**config.mk**
```make
export PLATFORM = sky130hd
export DESIGN_NAME = polyphonic_sine_voice_mixer_unit
export DESIGN_NICKNAME = d
export VERILOG_FILES = /design/src/rtl/core/pvm_pkg.sv /design/src/rtl/core/polyphonic_sine_voice_mixer_unit.sv /design/src/rtl/core/pvm_ram.sv /design/src/rtl/core/pvm_mul.sv /design/src/rtl/core/pvm_out_stage.sv
export SDC_FILE = /design/constraint.sdc
export NUM_CORES = 2
export LEC_CHECK = 0
export BUFFER_PORTS_ARGS = -buffer_cell sky130_fd_sc_hd__buf_2
export CAP_MARGIN = 10
export CELL_PAD_IN_SITES_DETAIL_PLACEMENT = 1
export CELL_PAD_IN_SITES_GLOBAL_PLACEMENT = 2
export CORE_MARGIN = 5
export CORE_UTILIZATION = 44
export DETAILED_ROUTE_END_ITERATION = 6
export GPL_ROUTABILITY_DRIVEN = 0
export PLACE_DENSITY_LB_ADDON = 0.2
export SYNTH_ARGS = -nofsm -noshare
export SYNTH_HDL_FRONTEND = slang
export SYNTH_SLANG_ARGS = --single-unit
export TNS_END_PERCENT = 50
```
**constraint.sdc**
```tcl
create_clock -name clock -period 14.2 [get_ports clock]
set_input_delay 0.71 -clock clock [delete_from_list [all_inputs] [get_ports clock]]
set_output_delay 0.71 -clock clock [all_outputs]
set_load 0.1 [all_outputs]
```
**src/rtl/core/pvm_pkg.sv**
```systemverilog
// Shared types, codes and constants for the polyphonic sine voice mixer.
// Holds the note frequency table and its lookup function.
// No dependencies; every other file in rtl/core except pvm_ram uses it.
`default_nettype none

package pvm_pkg;

   // Input opcodes
   localparam logic OP_TICK        = 1'b0;
   localparam logic OP_VOICE_WRITE = 1'b1;

   // Configuration register indexes
   localparam int CSR_INDEX_BITS = 2;
   localparam int CSR_DATA_BITS  = 28;
   localparam logic [CSR_INDEX_BITS-1:0] CSR_RATE_SCALE    = 2'd0;
   localparam logic [CSR_INDEX_BITS-1:0] CSR_BUFFER_LENGTH = 2'd1;

   localparam logic [27:0] RATE_SCALE_RESET    = 28'd24932236;
   localparam logic [12:0] BUFFER_LENGTH_RESET = 13'd512;
   localparam logic [12:0] BUFFER_LENGTH_MAX   = 13'd4096;

   // Default sizes
   localparam int VOICE_COUNT_DEF     = 16;
   localparam int PHASE_BITS_DEF      = 32;
   localparam int SINE_TABLE_BITS_DEF = 10;

   // Shared multiplier operand width
   localparam int MUL_BITS  = 32;
   localparam int FREQ_BITS = 22;
   // rate_scale is multiplied in two halves split at this bit
   localparam int RATE_SPLIT = 14;

   // Sine polynomial coefficients (Q15 domain)
   localparam logic [15:0] SIN_A = 16'd51472;
   localparam logic [15:0] SIN_B = 16'd21024;
   localparam logic [15:0] SIN_C = 16'd2320;
   localparam logic [15:0] SINE_PEAK = 16'd32767;

   // Voice term divides by 81280 = 128 * 635: shift, then reciprocal multiply.
   // x < 2^31 and the reciprocal error is below 2^10, so the quotient is exact.
   localparam int TERM_PRE_SHIFT   = 7;
   localparam int TERM_ODD         = 635;
   localparam int TERM_RECIP_SHIFT = 41;
   localparam longint unsigned TERM_RECIP_WIDE =
      ((64'd1 << TERM_RECIP_SHIFT) + 64'(TERM_ODD) - 64'd1) / 64'(TERM_ODD);
   localparam logic [31:0] TERM_RECIP = 32'(TERM_RECIP_WIDE);

   localparam logic signed [31:0] ONE_Q24 = 32'sd16777216;

   // Top octave (notes 120..131) in Q8 Hz
   localparam logic [FREQ_BITS-1:0] TOP_OCTAVE_Q8 [12] = '{
      22'd2143237, 22'd2270680, 22'd2405702, 22'd2548752,
      22'd2700309, 22'd2860878, 22'd3030994, 22'd3211227,
      22'd3402176, 22'd3604480, 22'd3818814, 22'd4045892
   };

   typedef struct packed {
      logic        opcode;
      logic [3:0]  voice_slot;
      logic [6:0]  note_number;
      logic [6:0]  note_velocity;
      logic [15:0] instrument_gain;
      logic        voice_active;
   } req_type;

   typedef struct packed {
      logic signed [15:0] pcm_sample;
      logic               end_of_buffer;
   } rsp_type;

   // Hand-off from the voice sequencer to the output stage
   typedef struct packed {
      logic               emit;
      logic signed [31:0] sum;
   } mix_req_type;

   // Note frequency in Q8: top-octave entry shifted down by octave, round half up.
   // octave = note / 12 via (note * 171) >> 11, exact for note < 128.
   function automatic logic [FREQ_BITS-1:0] note_freq_q8(input logic [6:0] note);
      logic [14:0] scaled;
      logic [3:0]  octave;
      logic [3:0]  semi;
      logic [3:0]  sh;
      logic [22:0] base;
      logic [22:0] rnd;
      scaled = 15'(note) * 15'd171;
      octave = scaled[14:11];
      semi   = 4'(note - 7'({3'd0, octave}) * 7'd12);
      sh     = 4'd10 - octave;
      base   = {1'b0, TOP_OCTAVE_Q8[semi]};
      if (sh == 4'd0) begin
         rnd = 23'd0;
      end else begin
         rnd = 23'd1 << (sh - 4'd1);
      end
      return FREQ_BITS'((base + rnd) >> sh);
   endfunction

endpackage

`default_nettype wire

```
**src/rtl/core/polyphonic_sine_voice_mixer_unit.sv**
```systemverilog
// Top level of the polyphonic sine voice mixer: voice table RAM, voice
// sequencer and configuration registers. Uses pvm_pkg, pvm_ram, pvm_mul
// and pvm_out_stage.
`default_nettype none

// An item is taken when start is high and busy is low. A voice write to a
// slot inside the table holds busy through the ST_W_UPD state after it is
// taken. A sample tick holds busy while it walks the voice table: each
// active voice goes through nine operations on one shared 32x32 multiplier
// plus a read and a write-back of the voice table, and inactive voices cost
// only a read each. The sample appears on rsp_data for the one cycle that
// rsp_valid is high, which is the first cycle with busy low; the receiver
// must take it then, there is no back-pressure. Reset needs no clearing pass.
module polyphonic_sine_voice_mixer_unit #(
   parameter int VOICE_COUNT     = pvm_pkg::VOICE_COUNT_DEF,
   parameter int PHASE_BITS      = pvm_pkg::PHASE_BITS_DEF,
   parameter int SINE_TABLE_BITS = pvm_pkg::SINE_TABLE_BITS_DEF
) (
   input  wire logic                                 clock,
   input  wire logic                                 reset,
   input  wire logic                                 start,
   output logic                                      busy,
   input  wire pvm_pkg::req_type                     req_data,
   output logic                                      rsp_valid,
   output pvm_pkg::rsp_type                          rsp_data,
   input  wire logic                                 csr_we,
   input  wire logic [pvm_pkg::CSR_INDEX_BITS-1:0]   csr_index,
   input  wire logic [pvm_pkg::CSR_DATA_BITS-1:0]    csr_wdata
);

   localparam int VA        = (VOICE_COUNT > 1) ? $clog2(VOICE_COUNT) : 1;
   localparam int ENTRY_W   = PHASE_BITS + 31;
   localparam int ACT_POS   = PHASE_BITS;
   localparam int GAIN_LO   = PHASE_BITS + 1;
   localparam int VEL_LO    = PHASE_BITS + 17;
   localparam int NOTE_LO   = PHASE_BITS + 24;
   localparam int QUAD_BITS = SINE_TABLE_BITS - 2;
   localparam int U_SHIFT   = 15 - QUAD_BITS;
   localparam int INC_SHIFT = 48 - PHASE_BITS;
   localparam int MW        = pvm_pkg::MUL_BITS;
   localparam logic [VA-1:0] LAST_VOICE = VA'(VOICE_COUNT - 1);

   localparam logic [3:0] ST_IDLE  = 4'd0;
   localparam logic [3:0] ST_W_UPD = 4'd1;
   localparam logic [3:0] ST_T_LD  = 4'd2;
   localparam logic [3:0] ST_UU    = 4'd3;
   localparam logic [3:0] ST_CU    = 4'd4;
   localparam logic [3:0] ST_TU2   = 4'd5;
   localparam logic [3:0] ST_TU    = 4'd6;
   localparam logic [3:0] ST_YV    = 4'd7;
   localparam logic [3:0] ST_PG    = 4'd8;
   localparam logic [3:0] ST_DIV   = 4'd9;
   localparam logic [3:0] ST_FL    = 4'd10;
   localparam logic [3:0] ST_FH    = 4'd11;
   localparam logic [3:0] ST_WB    = 4'd12;
   localparam logic [3:0] ST_EMIT  = 4'd13;

   // control state
   logic [3:0]               state_ff, state_in;
   logic [VA-1:0]            vidx_ff, vidx_in;
   logic [VOICE_COUNT-1:0]   valid_ff, valid_in;
   logic signed [31:0]       acc_ff, acc_in;
   logic [27:0]              rate_scale_ff, rate_scale_in;
   logic [12:0]              buffer_length_ff, buffer_length_in;

   // per-voice working registers
   pvm_pkg::req_type              req_ff, req_in;
   logic [PHASE_BITS-1:0]         phase_ff, phase_in;
   logic [6:0]                    note_ff, note_in;
   logic [6:0]                    vel_ff, vel_in;
   logic [15:0]                   gain_ff, gain_in;
   logic [15:0]                   u_ff, u_in;
   logic [15:0]                   u2_ff, u2_in;
   logic                          neg_ff, neg_in;
   logic [pvm_pkg::FREQ_BITS-1:0] freq_ff, freq_in;
   logic [35:0]                   pl_ff, pl_in;

   // RAM and multiplier
   logic                 ram_we;
   logic [VA-1:0]        ram_raddr;
   logic [ENTRY_W-1:0]   ram_wdata;
   logic [ENTRY_W-1:0]   ram_rdata;
   logic [MW-1:0]        mul_a, mul_b;
   logic [2*MW-1:0]      prod;

   pvm_pkg::mix_req_type mix;

   // decoded entry
   logic [ENTRY_W-1:0]          entry;
   logic [PHASE_BITS-1:0]       ent_phase;
   logic                        ent_active;
   logic [15:0]                 ent_gain;
   logic [6:0]                  ent_vel;
   logic [6:0]                  ent_note;
   logic [SINE_TABLE_BITS-1:0]  sidx;
   logic [QUAD_BITS-1:0]        sfrac;
   logic [1:0]                  quad;
   logic [15:0]                 u_raw;
   logic [15:0]                 u_fold;

   logic [15:0]            p15;
   logic [15:0]            y_clamp;
   logic [21:0]            term_mag;
   logic [49:0]            inc_full;
   logic [PHASE_BITS-1:0]  inc;
   logic                   start_clear;
   logic [PHASE_BITS-1:0]  new_phase;
   logic                   slot_ok;

   pvm_ram #(
      .WIDTH (ENTRY_W),
      .DEPTH (VOICE_COUNT)
   ) u_voice_ram (
      .clock (clock),
      .we    (ram_we),
      .waddr (vidx_ff),
      .wdata (ram_wdata),
      .raddr (ram_raddr),
      .rdata (ram_rdata)
   );

   pvm_mul u_mul (
      .clock (clock),
      .a     (mul_a),
      .b     (mul_b),
      .prod  (prod)
   );

   pvm_out_stage u_out (
      .clock         (clock),
      .reset         (reset),
      .mix           (mix),
      .buffer_length (buffer_length_ff),
      .rsp_valid     (rsp_valid),
      .rsp_data      (rsp_data)
   );

   // read data always belongs to vidx_ff when it is consumed
   assign entry      = valid_ff[vidx_ff] ? ram_rdata : '0;
   assign ent_phase  = entry[PHASE_BITS-1:0];
   assign ent_active = entry[ACT_POS];
   assign ent_gain   = entry[GAIN_LO +: 16];
   assign ent_vel    = entry[VEL_LO +: 7];
   assign ent_note   = entry[NOTE_LO +: 7];

   assign sidx   = ent_phase[PHASE_BITS-1 -: SINE_TABLE_BITS];
   assign sfrac  = sidx[QUAD_BITS-1:0];
   assign quad   = sidx[SINE_TABLE_BITS-1 -: 2];
   assign u_raw  = 16'(sfrac) << U_SHIFT;
   assign u_fold = quad[0] ? 16'(17'd32768 - {1'b0, u_raw}) : u_raw;

   assign p15      = prod[30:15];
   assign y_clamp  = (p15 > pvm_pkg::SINE_PEAK) ? pvm_pkg::SINE_PEAK : p15;
   assign term_mag = prod[62:41];
   assign inc_full = (50'(prod[35:0]) << pvm_pkg::RATE_SPLIT) + 50'(pl_ff);
   assign inc      = PHASE_BITS'(inc_full >> INC_SHIFT);

   assign start_clear = req_ff.voice_active &&
                        (!ent_active || (ent_note != req_ff.note_number));
   assign new_phase   = start_clear ? '0 : ent_phase;
   assign slot_ok     = (32'(req_data.voice_slot) < 32'(VOICE_COUNT));

   assign busy = (state_ff != ST_IDLE);

   always_comb begin
      state_in         = state_ff;
      vidx_in          = vidx_ff;
      valid_in         = valid_ff;
      acc_in           = acc_ff;
      rate_scale_in    = rate_scale_ff;
      buffer_length_in = buffer_length_ff;
      req_in           = req_ff;
      phase_in         = phase_ff;
      note_in          = note_ff;
      vel_in           = vel_ff;
      gain_in          = gain_ff;
      u_in             = u_ff;
      u2_in            = u2_ff;
      neg_in           = neg_ff;
      freq_in          = freq_ff;
      pl_in            = pl_ff;

      ram_we    = 1'b0;
      ram_raddr = vidx_ff;
      ram_wdata = {note_ff, vel_ff, gain_ff, 1'b1, PHASE_BITS'(phase_ff + inc)};
      mul_a     = '0;
      mul_b     = '0;
      mix.emit  = 1'b0;
      mix.sum   = acc_ff;

      case (state_ff)
         ST_IDLE: begin
            if (start) begin
               req_in = req_data;
               if (req_data.opcode == pvm_pkg::OP_VOICE_WRITE) begin
                  // writes to slots past the table are dropped
                  if (slot_ok) begin
                     vidx_in   = VA'(req_data.voice_slot);
                     ram_raddr = VA'(req_data.voice_slot);
                     state_in  = ST_W_UPD;
                  end
               end else begin
                  vidx_in   = '0;
                  ram_raddr = '0;
                  acc_in    = '0;
                  state_in  = ST_T_LD;
               end
            end
         end
         ST_W_UPD: begin
            ram_we    = 1'b1;
            ram_wdata = {req_ff.note_number, req_ff.note_velocity,
                         req_ff.instrument_gain, req_ff.voice_active, new_phase};
            state_in  = ST_IDLE;
         end
         ST_T_LD: begin
            if (ent_active) begin
               phase_in = ent_phase;
               note_in  = ent_note;
               vel_in   = ent_vel;
               gain_in  = ent_gain;
               u_in     = u_fold;
               neg_in   = quad[1];
               freq_in  = pvm_pkg::note_freq_q8(ent_note);
               state_in = ST_UU;
            end else if (vidx_ff == LAST_VOICE) begin
               state_in = ST_EMIT;
            end else begin
               vidx_in   = vidx_ff + VA'(1);
               ram_raddr = vidx_ff + VA'(1);
            end
         end
         ST_UU: begin
            mul_a    = MW'(u_ff);
            mul_b    = MW'(u_ff);
            state_in = ST_CU;
         end
         ST_CU: begin
            u2_in    = p15;
            mul_a    = MW'(pvm_pkg::SIN_C);
            mul_b    = MW'(p15);
            state_in = ST_TU2;
         end
         ST_TU2: begin
            mul_a    = MW'(pvm_pkg::SIN_B - p15);
            mul_b    = MW'(u2_ff);
            state_in = ST_TU;
         end
         ST_TU: begin
            mul_a    = MW'(pvm_pkg::SIN_A - p15);
            mul_b    = MW'(u_ff);
            state_in = ST_YV;
         end
         ST_YV: begin
            mul_a    = MW'(y_clamp);
            mul_b    = MW'(vel_ff);
            state_in = ST_PG;
         end
         ST_PG: begin
            mul_a    = MW'(prod[21:0]);
            mul_b    = MW'(gain_ff);
            state_in = ST_DIV;
         end
         ST_DIV: begin
            mul_a    = MW'(prod[37:pvm_pkg::TERM_PRE_SHIFT]);
            mul_b    = pvm_pkg::TERM_RECIP;
            state_in = ST_FL;
         end
         ST_FL: begin
            acc_in   = neg_ff ? (acc_ff - $signed({10'd0, term_mag}))
                              : (acc_ff + $signed({10'd0, term_mag}));
            mul_a    = MW'(freq_ff);
            mul_b    = MW'(rate_scale_ff[pvm_pkg::RATE_SPLIT-1:0]);
            state_in = ST_FH;
         end
         ST_FH: begin
            pl_in    = prod[35:0];
            mul_a    = MW'(freq_ff);
            mul_b    = MW'(rate_scale_ff[27:pvm_pkg::RATE_SPLIT]);
            state_in = ST_WB;
         end
         ST_WB: begin
            ram_we = 1'b1;
            if (vidx_ff == LAST_VOICE) begin
               state_in = ST_EMIT;
            end else begin
               vidx_in   = vidx_ff + VA'(1);
               ram_raddr = vidx_ff + VA'(1);
               state_in  = ST_T_LD;
            end
         end
         ST_EMIT: begin
            mix.emit = 1'b1;
            state_in = ST_IDLE;
         end
         default: begin
            state_in = ST_IDLE;
         end
      endcase

      if (ram_we) begin
         valid_in[vidx_ff] = 1'b1;
      end

      if (csr_we) begin
         case (csr_index)
            pvm_pkg::CSR_RATE_SCALE:    rate_scale_in    = csr_wdata[27:0];
            pvm_pkg::CSR_BUFFER_LENGTH: buffer_length_in = csr_wdata[12:0];
            default: ;
         endcase
      end
   end

   always_ff @(posedge clock) begin
      if (reset) begin
         state_ff         <= ST_IDLE;
         vidx_ff          <= '0;
         valid_ff         <= '0;
         acc_ff           <= '0;
         rate_scale_ff    <= pvm_pkg::RATE_SCALE_RESET;
         buffer_length_ff <= pvm_pkg::BUFFER_LENGTH_RESET;
      end else begin
         state_ff         <= state_in;
         vidx_ff          <= vidx_in;
         valid_ff         <= valid_in;
         acc_ff           <= acc_in;
         rate_scale_ff    <= rate_scale_in;
         buffer_length_ff <= buffer_length_in;
      end
   end

   always_ff @(posedge clock) begin
      req_ff   <= req_in;
      phase_ff <= phase_in;
      note_ff  <= note_in;
      vel_ff   <= vel_in;
      gain_ff  <= gain_in;
      u_ff     <= u_in;
      u2_ff    <= u2_in;
      neg_ff   <= neg_in;
      freq_ff  <= freq_in;
      pl_ff    <= pl_in;
   end

endmodule

`default_nettype wire

```
**src/rtl/core/pvm_ram.sv**
```systemverilog
// Generic single-port-write, single-port-read RAM with registered read data.
// Used for the voice table. No dependencies.
`default_nettype none

module pvm_ram #(
   parameter int WIDTH = 8,
   parameter int DEPTH = 16,
   localparam int AW = (DEPTH > 1) ? $clog2(DEPTH) : 1
) (
   input  wire logic                 clock,
   input  wire logic                 we,
   input  wire logic [AW-1:0]        waddr,
   input  wire logic [WIDTH-1:0]     wdata,
   input  wire logic [AW-1:0]        raddr,
   output logic      [WIDTH-1:0]     rdata
);

   logic [WIDTH-1:0] mem_ff [DEPTH];
   logic [WIDTH-1:0] rdata_ff;

   always_ff @(posedge clock) begin
      if (we) begin
         mem_ff[waddr] <= wdata;
      end
      rdata_ff <= mem_ff[raddr];
   end

   assign rdata = rdata_ff;

endmodule

`default_nettype wire

```
**src/rtl/core/pvm_mul.sv**
```systemverilog
// Shared 32x32 unsigned multiplier with a registered product.
// Depends on pvm_pkg for the operand width.
`default_nettype none

module pvm_mul (
   input  wire logic                          clock,
   input  wire logic [pvm_pkg::MUL_BITS-1:0]  a,
   input  wire logic [pvm_pkg::MUL_BITS-1:0]  b,
   output logic      [2*pvm_pkg::MUL_BITS-1:0] prod
);

   logic [2*pvm_pkg::MUL_BITS-1:0] prod_ff;
   logic [2*pvm_pkg::MUL_BITS-1:0] prod_in;

   assign prod_in = (2*pvm_pkg::MUL_BITS)'(a) * (2*pvm_pkg::MUL_BITS)'(b);

   always_ff @(posedge clock) begin
      prod_ff <= prod_in;
   end

   assign prod = prod_ff;

endmodule

`default_nettype wire

```
**src/rtl/core/pvm_out_stage.sv**
```systemverilog
// Output stage: clamps the mix sum, scales it to 16-bit PCM and tracks
// the buffer position. Depends on pvm_pkg.
`default_nettype none

module pvm_out_stage (
   input  wire logic                  clock,
   input  wire logic                  reset,
   input  wire pvm_pkg::mix_req_type  mix,
   input  wire logic [12:0]           buffer_length,
   output logic                       rsp_valid,
   output pvm_pkg::rsp_type           rsp_data
);

   logic               rsp_valid_ff;
   logic               rsp_valid_in;
   pvm_pkg::rsp_type   rsp_data_ff;
   pvm_pkg::rsp_type   rsp_data_in;
   logic [11:0]        pos_ff;
   logic [11:0]        pos_in;

   logic signed [31:0] clamped;
   logic               neg;
   logic [31:0]        mag_w;
   logic [24:0]        mag;
   logic [39:0]        scaled;
   logic [14:0]        pcm_mag;
   logic [12:0]        len;
   logic [12:0]        pos_next;
   logic               last;

   always_comb begin
      if (mix.sum > pvm_pkg::ONE_Q24) begin
         clamped = pvm_pkg::ONE_Q24;
      end else if (mix.sum < -pvm_pkg::ONE_Q24) begin
         clamped = -pvm_pkg::ONE_Q24;
      end else begin
         clamped = mix.sum;
      end
      neg     = clamped[31];
      mag_w   = neg ? 32'(-clamped) : 32'(clamped);
      mag     = mag_w[24:0];
      // times 32767 = times 2^15 minus one
      scaled  = {mag, 15'd0} - 40'(mag);
      pcm_mag = scaled[38:24];

      if (buffer_length == 13'd0) begin
         len = 13'd1;
      end else if (buffer_length > pvm_pkg::BUFFER_LENGTH_MAX) begin
         len = pvm_pkg::BUFFER_LENGTH_MAX;
      end else begin
         len = buffer_length;
      end
      pos_next = 13'(pos_ff) + 13'd1;
      last     = (pos_next >= len);

      rsp_valid_in = mix.emit;
      rsp_data_in  = rsp_data_ff;
      pos_in       = pos_ff;
      if (mix.emit) begin
         rsp_data_in.pcm_sample    = neg ? (16'sd0 - $signed({1'b0, pcm_mag}))
                                         : $signed({1'b0, pcm_mag});
         rsp_data_in.end_of_buffer = last;
         pos_in                    = last ? 12'd0 : pos_next[11:0];
      end
   end

   always_ff @(posedge clock) begin
      if (reset) begin
         rsp_valid_ff <= 1'b0;
         pos_ff       <= 12'd0;
      end else begin
         rsp_valid_ff <= rsp_valid_in;
         pos_ff       <= pos_in;
      end
   end

   always_ff @(posedge clock) begin
      rsp_data_ff <= rsp_data_in;
   end

   assign rsp_valid = rsp_valid_ff;
   assign rsp_data  = rsp_data_ff;

endmodule

`default_nettype wire

```
==> summary.txt <==
Status
  – Status: finished clean

Global route
  – Vias in the first global route: 68,550
  – GRT Total Usage: 27.41%
  – Global-route wire length before repair: 445.5 mm
  – Largest net degree at the start of global routing: 200
  – Initial antenna violation count: 13
  – Gr ovfl total: 0

Finish
  – Commonest non-fill, non-tap cell in the layout: nand2_1
  – Storage cell area: 40,280 sq um
  – Finished Layout Cells: 11,460
  – Final Net Count: 9,909
  – Area of the multi-input gates: 45,030 sq um
  – Fillers: 22,230
  – Final instance area: 99,670 sq um
  – Share of cells above drive strength 1: 6.683%
  – Area delta synth->final: 9.899%
  – Most frequent cells in the layout: 1,557 x nand2_1, 1,186 x edfxtp_1, 1,068 x inv_1
  – Post-Route Utilization: 48.67%

Timing
  – Min Hold Slack: 0.06091 ns
  – Fin crit period: 13.01 ns
  – Final Max Tran Viols: 0
  – Fmax: 0.07686 GHz
  – Setup Skew: 0.07518 ns
  – Fin. Hold Viols: 0
  – Worst setup margin: 1.189 ns
  – Final period utilization: 91.63%
  – Final setup viols: 0
  – Tightest Pin Transition: 1.280 ns
  – Slew HR: 14.68%
  – TNS Setup: 0 ns
  – RSZ-0062 raised after global routing: no

Pwr
  – Sequential share of power: 34.9%
  – Power share of the clock group: 26.6%
  – LEAKAGE: 41.36 nW
  – Comb pwr share: 38.5%
  – Net switching power: 6.119 mW
  – Max IR drop VDD: 272.1 uV
  – Int Power: 9.408 mW
  – Switching part of the total: 39.41%
  – Post-route total power: 15.53 mW
  – PwrDens: 155.8 nW/um^2

Drt
  – Initial DRC Count: 5,511
  – WL/cell: 26.10 um
  – Vias/cell: 5.725
  – Final WL: 299.1 mm
  – Via count of the routed design: 65,620
  – DR pass1 iterations: 6
  – Antenna viol nets, final: 0
  – DRC violations left: 0

Floorplan
  – Die X: 464.0 um
  – Row count: 166
  – IO Pins: 89
  – Die outline area: 215,300 sq um
  – Core Area: 204,800 sq um
  – Initial Util: 44.28%
  – Die height: 464.0 um

Synth
  – Mean Syn Cell Area: 10.50 sq um
  – EDFF count, synth: 1,186
  – Ys async rst share: 0%
  – Cells after Synth: 8,636
  – Seq/Total Area, Yosys: 44.41%
  – Ys Warns: 0
  – Post-synth cell types: 93
  – Synth Flop Type: edfxtp_1
  – Post-synthesis register bit count: 1,419
  – Syn Std Cell Area: 90,690 sq um

Critical path
  – Critical path endpoint category: flip-flop
  – Slowest stage delay, CP: 1.03 ns
  – Slowest stage cell, crit path: clkinv_1
  – WP data required: 14.75 ns
  – CP Data Arrival Time: 13.56 ns
  – CP max FO: 26
  – Startpoint types: flip-flop
  – CP delay by family, top: adder cells
  – Worst Path Buf+Inv: 5
  – WS Path Type: reg2reg

Clock tree
  – Clk slew on worst S/H paths: 0.06 ns
  – Number of CTS-inserted buffers: 155
  – Clock Latency Late Sink: 0.85 ns
  – Longest Clk Path Bufs: 3
  – Clk root buf: clkbuf_16
  – Setup Buffers After CTS: 0
  – Clock Sinks: 1,419
  – CTS tree: built
  – H-tree levels: 4

Place
  – Placed Cells: 11,140
  – Placed instance area: 94,160 sq um
  – Pre-CTS WS: 1.309 ns
  – Hpwl dp: 205.4 mm
  – PortBufs: 88

Hold path
  – HP Class: in2reg

Job
  – Maxcap violations: 0
[final timing paths]
check,startpoint,end,slack [ns],cells after the start
setup reg to reg,vidx_ff[0]$_SDFF_PP0_,freq_ff[8]$_DFFE_PP_,1.19,36
hold / removal,req_data[24],req_ff[24]$_DFFE_PP_,0.06,1
setup / recovery,vidx_ff[0]$_SDFF_PP0_,freq_ff[8]$_DFFE_PP_,1.19,36
hold reg to reg,valid_ff[5]$_SDFFE_PP0N_,valid_ff[5]$_SDFFE_PP0N_,0.47,2
[flip-flops by register name, indices dropped and copies added (netlist names), 17 cells and up]
register / flops
u_voice_ram.mem_ff: 1008
u_voice_ram.rdata: 63
freq_ff: 22
u_out.rsp_data: 17
phase_ff: 32
pl_ff: 22
acc_ff: 32
req_ff: 31
rate_scale_ff: 28
u_mul.prod: 60
[final cells by class]
type / count / area share, %
diodes: 5 / 0.01255
well taps: 2688 / 3.375
flip-flops and latches: 1419 / 40.41
inverters: 1073 / 4.041
repair buffers: 243 / 1.705
multi-input cells: 5744 / 45.18
clock buffers: 212 / 4.237
clock inverters: 78 / 1.038
[per-layer routing]
| metal | share of wire, % | GRT usage, % |
|---|---|---|
| met1 | 45 | 38.83 |
| met2 | 47 | 44.44 |
| met3 | 5.6 | 3.528 |
| met4 | 3.0 | 7.800 |
| met5 | 0 | 0 |
[repair_timing]
action | in CTS | in global routing
hold buffers | 17 | 0
resized for setup | 0 | 0
hold endpoints to repair | 17 | 0
[worst register-to-register path, delay by kind of cell (launching register included)]
kind | cells | cell delay (ns)
buffers and inverters | 5 | 1.48
adders and majority gates | 8 | 3.19
AOI/OAI and AO/OA | 10 | 2.79
DFF | 1 | 0.70
and+or+nand+nor | 9 | 2.56
muxes | 4 | 2.00
[power by group through the flow]
stage | logic (mW) | clock network, mW | registers, mW
detailed placement | 5.90 | 0 | 5.50
CTS | 5.95 | 4.21 | 5.41
finish | 5.98 | 4.13 | 5.41
floorplan | 4.15 | 0 | 5.38
global placement | 5.76 | 0 | 5.49
global route | 6.56 | 4.41 | 5.42
[synth_stat cells, types with 171 or more instances]
cell type	number	area, sq um
a211oi_1	171	1284
a21oi_1	225	1126
and2_1	196	1226
clkbuf_1	273	1025
dfxtp_1	233	4664
edfxtp_1	1186	35610
fa_1	683	13670
ha_1	520	6506
inv_1	1069	4013
nand2_1	1560	5856
nand3_1	194	970.9
nor2_1	521	1956
o21ai_0	241	1206
xnor2_1	173	1515
[cell families after synthesis]
kind of cell               Yosys count  share of synthesized area [%]
DFF                               1419                          44.41
muxes                               49                         0.6843
other                                2                       0.008281
and+or+nand+nor                   2864                          13.83
AOI/OAI and AO/OA                 1387                          10.21
buffers and inverters             1477                          6.312
adders and majority gates         1203                          22.25
xor gates and xnor gates           235                          2.290
Power figures use the tool's default switching activity.
